--- src/rtl/core/snapped_axis_vector_rotation_assert.svh ---
// Assertion macros for the snapped axis vector rotation block.
// Used inside modules that declare clk and rst_n; no other dependencies.
`ifndef SNAPPED_AXIS_VECTOR_ROTATION_ASSERT_SVH
`define SNAPPED_AXIS_VECTOR_ROTATION_ASSERT_SVH

// Check that cons holds in the same cycle as ante.
`define SAVR_ASSERT_NOW(lbl, ante, cons) \
  lbl: assert property (@(posedge clk) disable iff (!rst_n) (ante) |-> (cons)) \
    else $error("same-cycle check failed");

// Check that cons holds in the cycle after ante.
`define SAVR_ASSERT_NEXT(lbl, ante, cons) \
  lbl: assert property (@(posedge clk) disable iff (!rst_n) (ante) |=> (cons)) \
    else $error("next-cycle check failed");

`endif

--- src/rtl/core/savr_pkg.sv ---
// Shared types, constants and the quarter-wave sine table for the
// snapped axis vector rotation block. No dependencies.
package savr_pkg;

  localparam int COORD_W  = 32;
  localparam int ANGLE_W  = 16;
  localparam int THR_W    = 13;
  localparam int THR_RST  = 182;
  localparam int SC_W     = 16;
  localparam int SINE_W   = 15;
  localparam int STEP_W   = 9;
  localparam int TBL_BITS = 6;
  localparam int TBL_N    = 1 << TBL_BITS;
  localparam int QR_W     = ANGLE_W - 2;
  localparam int FRAC_W   = QR_W - TBL_BITS;
  localparam int PROD_W   = COORD_W + SC_W;
  localparam int ONE_Q14  = 16384;
  localparam int SHIFT_Q  = 14;

  localparam logic signed [SC_W-1:0] SC_ONE  = SC_W'(ONE_Q14);
  localparam logic signed [SC_W-1:0] SC_ZERO = '0;

  localparam logic [SINE_W-1:0] QUARTER_SINE [0:TBL_N-1] = '{
    15'd0,     15'd402,   15'd804,   15'd1205,  15'd1606,  15'd2006,  15'd2404,
    15'd2801,  15'd3196,  15'd3590,  15'd3981,  15'd4370,  15'd4756,  15'd5139,
    15'd5520,  15'd5897,  15'd6270,  15'd6639,  15'd7005,  15'd7366,  15'd7723,
    15'd8076,  15'd8423,  15'd8765,  15'd9102,  15'd9434,  15'd9760,  15'd10080,
    15'd10394, 15'd10702, 15'd11003, 15'd11297, 15'd11585, 15'd11866, 15'd12140,
    15'd12406, 15'd12665, 15'd12916, 15'd13160, 15'd13395, 15'd13623, 15'd13842,
    15'd14053, 15'd14256, 15'd14449, 15'd14635, 15'd14811, 15'd14978, 15'd15137,
    15'd15286, 15'd15426, 15'd15557, 15'd15679, 15'd15791, 15'd15893, 15'd15986,
    15'd16069, 15'd16143, 15'd16207, 15'd16261, 15'd16305, 15'd16340, 15'd16364,
    15'd16379
  };

  typedef enum logic [1:0] {
    OP_X    = 2'd0,
    OP_Y    = 2'd1,
    OP_Z    = 2'd2,
    OP_NONE = 2'd3
  } savr_op_t;

  typedef struct packed {
    savr_op_t                   op;
    logic signed [ANGLE_W-1:0]  angle;
    logic signed [COORD_W-1:0]  x_in;
    logic signed [COORD_W-1:0]  y_in;
    logic signed [COORD_W-1:0]  z_in;
  } savr_in_t;

  typedef struct packed {
    logic signed [COORD_W-1:0]  x_out;
    logic signed [COORD_W-1:0]  y_out;
    logic signed [COORD_W-1:0]  z_out;
    logic                       was_snapped;
  } savr_out_t;

  typedef struct packed {
    logic s1;
    logic s2;
    logic s3;
    logic s4;
  } savr_adv_t;

  function automatic logic [SINE_W-1:0] sine_entry(input logic [TBL_BITS:0] idx);
    logic [SINE_W-1:0] val;
    if (idx[TBL_BITS]) begin
      val = SINE_W'(ONE_Q14);
    end else begin
      val = QUARTER_SINE[idx[TBL_BITS-1:0]];
    end
    return val;
  endfunction

endpackage

--- src/rtl/core/savr_trig.sv ---
// Sine and cosine generation: quadrant split, snap decision, table lookup
// and interpolation over two register stages. Depends on savr_pkg.
module savr_trig (
  input  logic                                 clk,
  input  savr_pkg::savr_adv_t                  adv,
  input  logic signed [savr_pkg::ANGLE_W-1:0]  angle,
  input  logic [savr_pkg::THR_W-1:0]           thr,
  output logic signed [savr_pkg::SC_W-1:0]     sin_o,
  output logic signed [savr_pkg::SC_W-1:0]     cos_o,
  output logic                                 snapped_o
);
  import savr_pkg::*;

  localparam int IP_W = STEP_W + FRAC_W + 1;
  localparam logic [QR_W:0]   QUARTER = (QR_W+1)'(1) << QR_W;
  localparam logic [IP_W-1:0] IP_HALF = IP_W'(1) << (FRAC_W - 1);

  logic [1:0]        quad;
  logic [QR_W-1:0]   r;
  logic [QR_W:0]     hr;
  logic [QR_W:0]     snap_dist;
  logic [TBL_BITS:0] lo_idx;
  logic [TBL_BITS:0] hi_idx;
  logic [SINE_W-1:0] lo_base_nxt, hi_base_nxt;
  logic [SINE_W-1:0] lo_diff, hi_diff;

  logic [1:0]        quad_r;
  logic              snap_r;
  logic [1:0]        snap_n_r;
  logic [SINE_W-1:0] lo_base_r, hi_base_r;
  logic [STEP_W-1:0] lo_step_r, hi_step_r;
  logic [FRAC_W-1:0] lo_frac_r, hi_frac_r;

  logic [IP_W-1:0]         lo_ip, hi_ip;
  logic [SINE_W-1:0]       lo_v, hi_v;
  logic signed [SC_W-1:0]  lo_s, hi_s;
  logic signed [SC_W-1:0]  sin_nxt, cos_nxt;
  logic signed [SC_W-1:0]  sin_r, cos_r;
  logic                    snapped_r;

  // stage 1: split angle, decide snap, fetch table entries
  always_comb begin
    quad        = angle[ANGLE_W-1:ANGLE_W-2];
    r           = angle[QR_W-1:0];
    hr          = QUARTER - {1'b0, r};
    snap_dist   = r[QR_W-1] ? hr : {1'b0, r};
    lo_idx      = {1'b0, r[QR_W-1:FRAC_W]};
    hi_idx      = hr[QR_W:FRAC_W];
    lo_base_nxt = sine_entry(lo_idx);
    hi_base_nxt = sine_entry(hi_idx);
    lo_diff     = sine_entry(lo_idx + (TBL_BITS+1)'(1)) - lo_base_nxt;
    hi_diff     = sine_entry(hi_idx + (TBL_BITS+1)'(1)) - hi_base_nxt;
  end

  always_ff @(posedge clk) begin
    if (adv.s1) begin
      quad_r    <= quad;
      snap_r    <= 32'(snap_dist) <= 32'(thr);
      snap_n_r  <= quad + {1'b0, r[QR_W-1]};
      lo_base_r <= lo_base_nxt;
      hi_base_r <= hi_base_nxt;
      lo_step_r <= lo_diff[STEP_W-1:0];
      hi_step_r <= hi_diff[STEP_W-1:0];
      lo_frac_r <= r[FRAC_W-1:0];
      hi_frac_r <= hr[FRAC_W-1:0];
    end
  end

  // stage 2: interpolate and map to the quadrant
  always_comb begin
    lo_ip = IP_W'(lo_step_r) * IP_W'(lo_frac_r) + IP_HALF;
    hi_ip = IP_W'(hi_step_r) * IP_W'(hi_frac_r) + IP_HALF;
    lo_v  = lo_base_r + SINE_W'(lo_ip[IP_W-1:FRAC_W]);
    hi_v  = hi_base_r + SINE_W'(hi_ip[IP_W-1:FRAC_W]);
    lo_s  = {1'b0, lo_v};
    hi_s  = {1'b0, hi_v};
    if (snap_r) begin
      unique case (snap_n_r)
        2'd0: begin sin_nxt = SC_ZERO; cos_nxt = SC_ONE;  end
        2'd1: begin sin_nxt = SC_ONE;  cos_nxt = SC_ZERO; end
        2'd2: begin sin_nxt = SC_ZERO; cos_nxt = -SC_ONE; end
        default: begin sin_nxt = -SC_ONE; cos_nxt = SC_ZERO; end
      endcase
    end else begin
      unique case (quad_r)
        2'd0: begin sin_nxt = lo_s;  cos_nxt = hi_s;  end
        2'd1: begin sin_nxt = hi_s;  cos_nxt = -lo_s; end
        2'd2: begin sin_nxt = -lo_s; cos_nxt = -hi_s; end
        default: begin sin_nxt = -hi_s; cos_nxt = lo_s; end
      endcase
    end
  end

  always_ff @(posedge clk) begin
    if (adv.s2) begin
      sin_r     <= sin_nxt;
      cos_r     <= cos_nxt;
      snapped_r <= snap_r;
    end
  end

  assign sin_o     = sin_r;
  assign cos_o     = cos_r;
  assign snapped_o = snapped_r;

endmodule

--- config.mk ---
export PLATFORM = sky130hd
export DESIGN_NAME = savr_trig
export DESIGN_NICKNAME = d
export VERILOG_FILES = /design/src/rtl/core/snapped_axis_vector_rotation_assert.svh /design/src/rtl/core/savr_pkg.sv /design/src/rtl/core/savr_trig.sv
export SDC_FILE = /design/constraint.sdc
export NUM_CORES = 1
export LEC_CHECK = 0
export BUFFER_PORTS_ARGS = -buffer_cell sky130_fd_sc_hd__buf_4
export CAP_MARGIN = 0
export CELL_PAD_IN_SITES_DETAIL_PLACEMENT = 1
export CELL_PAD_IN_SITES_GLOBAL_PLACEMENT = 2
export CORE_MARGIN = 4
export CORE_UTILIZATION = 43
export DETAILED_ROUTE_END_ITERATION = 8
export PLACE_DENSITY = 0.95
export SYNTH_ARGS = -nofsm -noshare
export SYNTH_HDL_FRONTEND = slang
export SYNTH_SLANG_ARGS = --single-unit
--- constraint.sdc ---
create_clock -name clk -period 11.1 [get_ports clk]
set_clock_uncertainty 0.2 [all_clocks]
set_input_delay 0 -clock clk [delete_from_list [all_inputs] [get_ports clk]]
set_output_delay 0 -clock clk [all_outputs]
set_load 0.03 [all_outputs]
==> impl_results.md, run 1 <==
- Floorplan die height: 204 µm
- Most frequent standard cell in the layout excluding fill and tap cells: sky130_fd_sc_hd__nand2_1
- Final Instance Count excl. Fillers: 2,535
- Via density per instance: 6.15
- Count of final hold-check violations: 0
- Global-route wire length before repair: 87,000 µm
- Gate Count Post-Synth: 2,047
- Core utilization of the finished layout: 46.8%
- Final Max Slew Viols: 0
- List of cells traversed by the critical path: nand2_1 -> fa_1 -> fa_1 -> inv_1 -> fa_1 -> inv_1 -> fa_1 -> inv_1 -> ha_1 -> a2111oi_0 -> o31ai_1 -> o211a_1 -> a21oi_1 -> o21bai_1 -> xor2_1 -> ha_1 -> a2111o_1 -> o21ai_1 -> xnor2_1 -> nand2b_1 -> nor4_2 -> a31oi_1 -> a22o_1 -> o32ai_1
- Worst slack at placement: 2.88 ns
- Root buffer selected by CTS: sky130_fd_sc_hd__clkbuf_16
- Total Neg Setup Slack: 0 ns
- Post-synthesis net count: 2,334
- Timing-limited maximum frequency: 0.121 GHz
- Setup repair after global routing missed its margin: false
- Dominant register cell in the synthesized netlist: sky130_fd_sc_hd__edfxtp_1
- Estimated wirelength of the detail-placed design: 39,900 µm
- Via count of the first global-routing pass: 16,116
- GPL Wtd Cong: 0.874
- Worst setup EP type: register
- Gates resized, CTS repair: 0
- Total number of vias: 15,602
- Die Area: 0.0416 mm²
- Biggest fanout along the worst timing path: 16
- Average footprint of a synthesized cell: 8.07 µm²
- Fraction of registers with async set or reset after synthesis: 0%
- Worst-case headroom to the max-slew limit: 37.3%
- Routed wirelength normalized by instance count: 21.1 µm
- Top-area cell type share of the netlist area: 18.2%
- First-iteration detailed-routing DRC count: 1,248
- Share of post-route cells with drive strength above 1: 7.36%
- Number of optimization iterations in the first detailed-route pass: 5
- Result of the run: finished clean
- Buffers added on ports: 64
- Final worst path period share: 74.7%
- Top cell type by total area after synthesis: sky130_fd_sc_hd__edfxtp_1
- Critical Path RT: 11.01 ns
- Total wirelength of the detailed-routed design: 53,400 µm
- Number of placed cells counting well taps: 2,508
- Maximum number of pins on one net before global-route repair: 68
- Yosys synthesis warning count: 0
- Critical path class: reg -> reg
- Clock buffers created by TritonCTS: 9
- Nature of the critical path startpoint: register
- Antenna fix cells: 0
- Die X: 204 µm
- Clock-pin transition on the worst setup and hold timing paths: 0.08 ns
- Clock tree from TritonCTS: done
- Endpoint arrival time on the critical path: 8.21 ns
- Number of nets in the layout: 2,306
- Most frequent cells in the layout: sky130_fd_sc_hd__nand2_1 (174), sky130_fd_sc_hd__nor2_1 (170), sky130_fd_sc_hd__inv_1 (170)
- Max_cap viols: 0
- Max Root-Sink Buffers: 2
- Largest incremental delay on the critical path: 0.80 ns
- Floorplan row count: 71
- Gr usage total: 25.5%
- Level count of the clock H-tree: 3
- Actual slew at the worst max-slew pin: 0.941 ns
- Top cells by area, synth: sky130_fd_sc_hd__edfxtp_1 (18%), sky130_fd_sc_hd__ha_1 (13%), sky130_fd_sc_hd__fa_1 (10%)
- Clock Sinks: 100
- Smallest setup slack after layout: 2.81 ns
- Layout fillers: 4,533
- Clock Latency Late Sink: 0.37 ns
- Slowest CP cell: sky130_fd_sc_hd__edfxtp_1
- Most prevalent standard cell on the critical path: sky130_fd_sc_hd__fa_1
- Post-route minimum period: 8.29 ns
- Fraction of the yosys area taken by sequential cells: 18.2%
- Unique masters post-synth: 86
- Post-detailed-route DRC marker count: 0
- Final-report setup violation count: 0
- Final ANT Viol Nets: 0
- Initial Utilization: 43.7%
- GR Overflow Total: 0
- Total standard cell area after synthesis: 0.0165 mm²
- Core Footprint: 0.0378 mm²
- Number of antenna violations at the first check in global routing: 0
- Area growth from synthesis to layout: 6.94%
- Tightest Hold Check Type: in -> reg
- Number of enable flip-flop cells after synthesis: 100
- Number of placed I/O pins: 67
- Flip-flop and latch count after synthesis: 100
[final timing paths]
check	startpoint	end	slack (ns)	cells after the start
worst min register to register	snap_n_r[0]	cos_o[14]	0.57	1
worst min-delay path	adv[3]	hi_step_r[1]	0.06	1
worst max register to register	lo_frac_r[0]	cos_o[14]	2.81	24
worst max-delay path	lo_frac_r[0]	cos_o[14]	2.81	24
[critical path, delay by kind of cell (launching register included)]
kind / cells / cell delay (ns)
AOI/OAI and AO/OA: 10 / 2.83
xor gates and xnor gates: 2 / 0.41
adders and majority gates: 6 / 2.66
buffers and inverters: 3 / 0.15
DFF: 1 / 0.80
and+or+nand+nor: 3 / 0.98
[cells by family after synthesis]
group | synth area share (%)
compound gates | 22.4
xor+xnor | 5.33
fa+ha+maj | 23.1
buf+inv | 7.21
flops | 18.2
mux | 3.17
simple gates | 20.6
[flip-flops by register name, summed over array words and instances (netlist names)]
register and cells:
cos_o 16, hi_base_r 15, hi_frac_r 7, hi_step_r 9, lo_base_r 14, lo_frac_r 8
lo_step_r 9, quad_r 2, sin_o 16, snap_n_r 2, snap_r 1, snapped_o 1
[layout make-up]
type,instances,area [µm²],area share (%)
Multi-Input combinational cell,1638,12400,69.9
Sequential cell,100,3000,17.0
Timing Repair Buffer,95,741,4.19
Inverter,175,657,3.72
Tap cell,511,639,3.62
Clock buffer,10,229,1.30
Clock inverter,6,41.3,0.234
[metal layers]
metal,vias to the layer above,GRT usage (%),routed length (µm)
met4,0,8.04,1690
li1,7264,-,-
met5,-,0,0
met3,89,2.68,2660
met2,452,43.7,26000
met1,7797,34.0,23000
[Yosys cell counts (all sizes together) (33+ instances only)]
master / count
nor3: 58
nor2: 171
edfxtp: 100
fa: 86
clkbuf: 107
and2: 121
a211oi: 47
ha: 167
inv: 173
nand3: 45
o21ai: 141
nand2: 174
xnor2: 61
xor2: 33
a21oi: 154
[per-stage QoR]
step	hold slack (ns)	cell area (µm²)
6_report	0.0607	17700
5_1_grt	0.0879	17700
4_1_cts	0.0618	17700
3_5_place_dp	0.0205	17300
3_3_place_gp	0.0174	17300
2_1_floorplan	-0.101	16500
[what timing repair did]
| item | 4_1_cts | 5_1_grt |
|---|---|---|
| endpoints found under the hold margin | 52 | 0 |
| hold buffers | 11 | 0 |
| buffers inserted | 0 | 0 |
Power of run 1 is not shown: default switching activity piles up to over one toggle a cycle in this logic, so the estimate is an artifact.
==> inputs of run 2 (changes only) <==
--- a/config.mk
+++ b/config.mk
@@ -10,9 +10,9 @@
 export CELL_PAD_IN_SITES_DETAIL_PLACEMENT = 1
 export CELL_PAD_IN_SITES_GLOBAL_PLACEMENT = 2
 export CORE_MARGIN = 4
-export CORE_UTILIZATION = 43
+export CORE_UTILIZATION = 36
 export DETAILED_ROUTE_END_ITERATION = 8
-export PLACE_DENSITY = 0.95
+export PLACE_DENSITY = 0.88
 export SYNTH_ARGS = -nofsm -noshare
 export SYNTH_HDL_FRONTEND = slang
 export SYNTH_SLANG_ARGS = --single-unit
==> constraint.sdc (replaced) <==
create_clock -name clk -period 6.7 [get_ports clk]
set_clock_uncertainty 0.2 [all_clocks]
set_input_delay 0 -clock clk [delete_from_list [all_inputs] [get_ports clk]]
set_output_delay 0 -clock clk [all_outputs]
set_load 0.03 [all_outputs]
==> impl_results.md, run 2 (synthesis gave the netlist of run 1 again) <==
- Final worst path period share: 113% (+38 points)
- Clock tree from TritonCTS: done
- Floorplan row count: 78 (+9.9%)
- Level count of the clock H-tree: 3 (unchanged)
- Number of placed cells counting well taps: 2,786 (+11%)
- Final Max Slew Viols: 0 (unchanged)
- Antenna fix cells: 0 (unchanged)
- Estimated wirelength of the detail-placed design: 44,900 µm (+12%)
- Initial Utilization: 36.4% (-7.4 points)
- Tightest Hold Check Type: in -> reg
- Total number of vias: 17,082 (+9.5%)
- Endpoint arrival time on the critical path: 7.47 ns (-0.74 ns)
- Slowest CP cell: sky130_fd_sc_hd__fa_1
- Critical path class: reg -> reg
- CP top delay family: adder cells
- Max Root-Sink Buffers: 2 (unchanged)
- Total wirelength of the detailed-routed design: 66,600 µm (+25%)
- Clock-pin transition on the worst setup and hold timing paths: 0.08 ns (about the same)
- First-iteration detailed-routing DRC count: 1,369 (+9.7%)
- Critical Path RT: 6.62 ns (-4.39 ns)
- Timing-limited maximum frequency: 0.132 GHz (+9.9%)
- Nature of the critical path startpoint: register
- Clock buffers created by TritonCTS: 9 (unchanged)
- Post-route minimum period: 7.55 ns (-0.747 ns)
- Floorplan die height: 222 µm (+8.9%)
- Clock Latency Late Sink: 0.39 ns (+0.02 ns)
- Final-report setup violation count: 23 (+23)
- Worst-case headroom to the max-slew limit: 15.6% (-22 points)
- Most prevalent standard cell on the critical path: sky130_fd_sc_hd__fa_1
- Count of final hold-check violations: 0 (unchanged)
- Failing checks: setup timing
- Routed wirelength normalized by instance count: 23.1 µm (+9.8%)
- Most frequent standard cell in the layout excluding fill and tap cells: sky130_fd_sc_hd__buf_4
- Largest incremental delay on the critical path: 0.56 ns (-0.24 ns)
- Root buffer selected by CTS: sky130_fd_sc_hd__clkbuf_16
- Core Footprint: 0.0454 mm² (+20%)
- Area growth from synthesis to layout: 27.4%
- Setup repair after global routing missed its margin: true
- Share of post-route cells with drive strength above 1: 26.2% (+19 points)
- Number of optimization iterations in the first detailed-route pass: 5 (unchanged)
- Clock Sinks: 100 (unchanged)
- Post-detailed-route DRC marker count: 0 (unchanged)
- Final ANT Viol Nets: 0 (unchanged)
- Via count of the first global-routing pass: 17,329 (+7.5%)
- Biggest fanout along the worst timing path: 7 (-9)
- Number of antenna violations at the first check in global routing: 0 (unchanged)
- Most frequent cells in the layout: sky130_fd_sc_hd__buf_4 (313), sky130_fd_sc_hd__nand2_1 (161), sky130_fd_sc_hd__nor2_1 (159)
- Final Instance Count excl. Fillers: 2,879 (+14%)
- Smallest setup slack after layout: -0.848 ns (-3.65 ns)
- Global-route wire length before repair: 97,300 µm (+12%)
- Max_cap viols: 0 (unchanged)
- Number of nets in the layout: 2,561 (+11%)
- Worst setup EP type: register
- Final Instance Area: 0.0210 mm² (+19%)
- GR Overflow Total: 0 (unchanged)
- Via density per instance: 5.93 (-3.6%)
- Total cell area at the placement stage: 0.0189 mm² (+9.3%)
- Die X: 222 µm (+8.9%)
- Number of placed I/O pins: 67 (unchanged)
- Fin Hold WS: 0.0431 ns (-0.0175 ns)
- Die Area: 0.0494 mm² (+19%)
- Result of the run: finished, violations left
- Gr usage total: 24.0% (-1.5 points)
- Actual slew at the worst max-slew pin: 1.26 ns (+0.316 ns)
- Number of buffer and inverter instances along the worst setup path: 5 (+2)
- Buffers added on ports: 64 (unchanged)
- Core utilization of the finished layout: 46.4% (-0.42 points)
- GPL Wtd Cong: 0.931 (+6.5%)
- Maximum number of pins on one net before global-route repair: 68 (unchanged)
run 2: changes by cell type in the layout (fill, tap and decap cells not counted), sizes merged:
cell and delta:
buf +254, bufinv +1, clkbuf -1, clkinv -3, inv +3, xnor2 +1
run 2: cell type report:
class | count | area, µm²
tap | 600 | 751
timing repair buffer | 349 | 2760
clock inverter | 7 | 82.6
sequential | 100 | 3000
multi-input combinational | 1639 | 13600
clock buffer | 9 | 225
fill | 5322 | 24300
inverter | 175 | 657
run 2: worst register-to-register path, cell delays in order (launching register included):
cell and delay, ns:
sky130_fd_sc_hd__edfxtp_1 0.51, sky130_fd_sc_hd__buf_4 0.19, sky130_fd_sc_hd__and2_1 0.14, sky130_fd_sc_hd__fa_1 0.46, sky130_fd_sc_hd__fa_1 0.52, sky130_fd_sc_hd__fa_1 0.56, sky130_fd_sc_hd__inv_1 0.07, sky130_fd_sc_hd__fa_1 0.54
sky130_fd_sc_hd__inv_1 0.05, sky130_fd_sc_hd__ha_1 0.22, sky130_fd_sc_hd__nor3_1 0.46, sky130_fd_sc_hd__o31ai_2 0.18, sky130_fd_sc_hd__o211a_1 0.20, sky130_fd_sc_hd__a21oi_2 0.19, sky130_fd_sc_hd__o21bai_1 0.09, sky130_fd_sc_hd__xor2_1 0.15
sky130_fd_sc_hd__ha_1 0.32, sky130_fd_sc_hd__a2111o_1 0.48, sky130_fd_sc_hd__o21ai_4 0.25, sky130_fd_sc_hd__xnor2_2 0.17, sky130_fd_sc_hd__nand2b_4 0.12, sky130_fd_sc_hd__nor4_4 0.30, sky130_fd_sc_hd__buf_4 0.20, sky130_fd_sc_hd__buf_12 0.11
sky130_fd_sc_hd__a41oi_1 0.14, sky130_fd_sc_hd__a21oi_1 0.29, sky130_fd_sc_hd__o32ai_2 0.16
run 2: final timing paths:
path                        to  depth (start not counted)          from  slack [ns]
setup reg to reg     cos_o[14]                         26  lo_frac_r[5]       -0.85
hold / removal    lo_frac_r[1]                          1        adv[3]        0.04
hold reg to reg      sin_o[15]                          2   snap_n_r[1]        0.44
setup / recovery     cos_o[14]                         26  lo_frac_r[5]       -0.85
run 2: through the flow:
step	setup TNS, ns	setup WS, ns
floorplan	-0.0101	-0.00811
global placement	-6.34	-0.629
detailed placement	-12.16	-0.981
CTS	-3.28	-0.300
global route	-14.95	-0.952
finish	-11.06	-0.848
run 2: what timing repair did:
action / 4_1_cts / 5_1_grt
hold buffers: 11 / 0
setup buffers: 35 / 35
cloned: 0 / 1
pin swaps: 79 / 71
resized for setup: 157 / 108
endpoints found under the hold margin: 52 / 0
endpoints found under the setup margin: 22 / 26
run 2: metal layers:
metal | track usage, % | wire (µm) | vias up
met5 | 0 | 0 | -
met1 | 31.4 | 27900 | 8552
met4 | 6.72 | 2400 | 0
met2 | 42.6 | 33000 | 642
li1 | - | - | 7757
met3 | 1.93 | 3340 | 131
Power of run 2 is left out for the same reason.
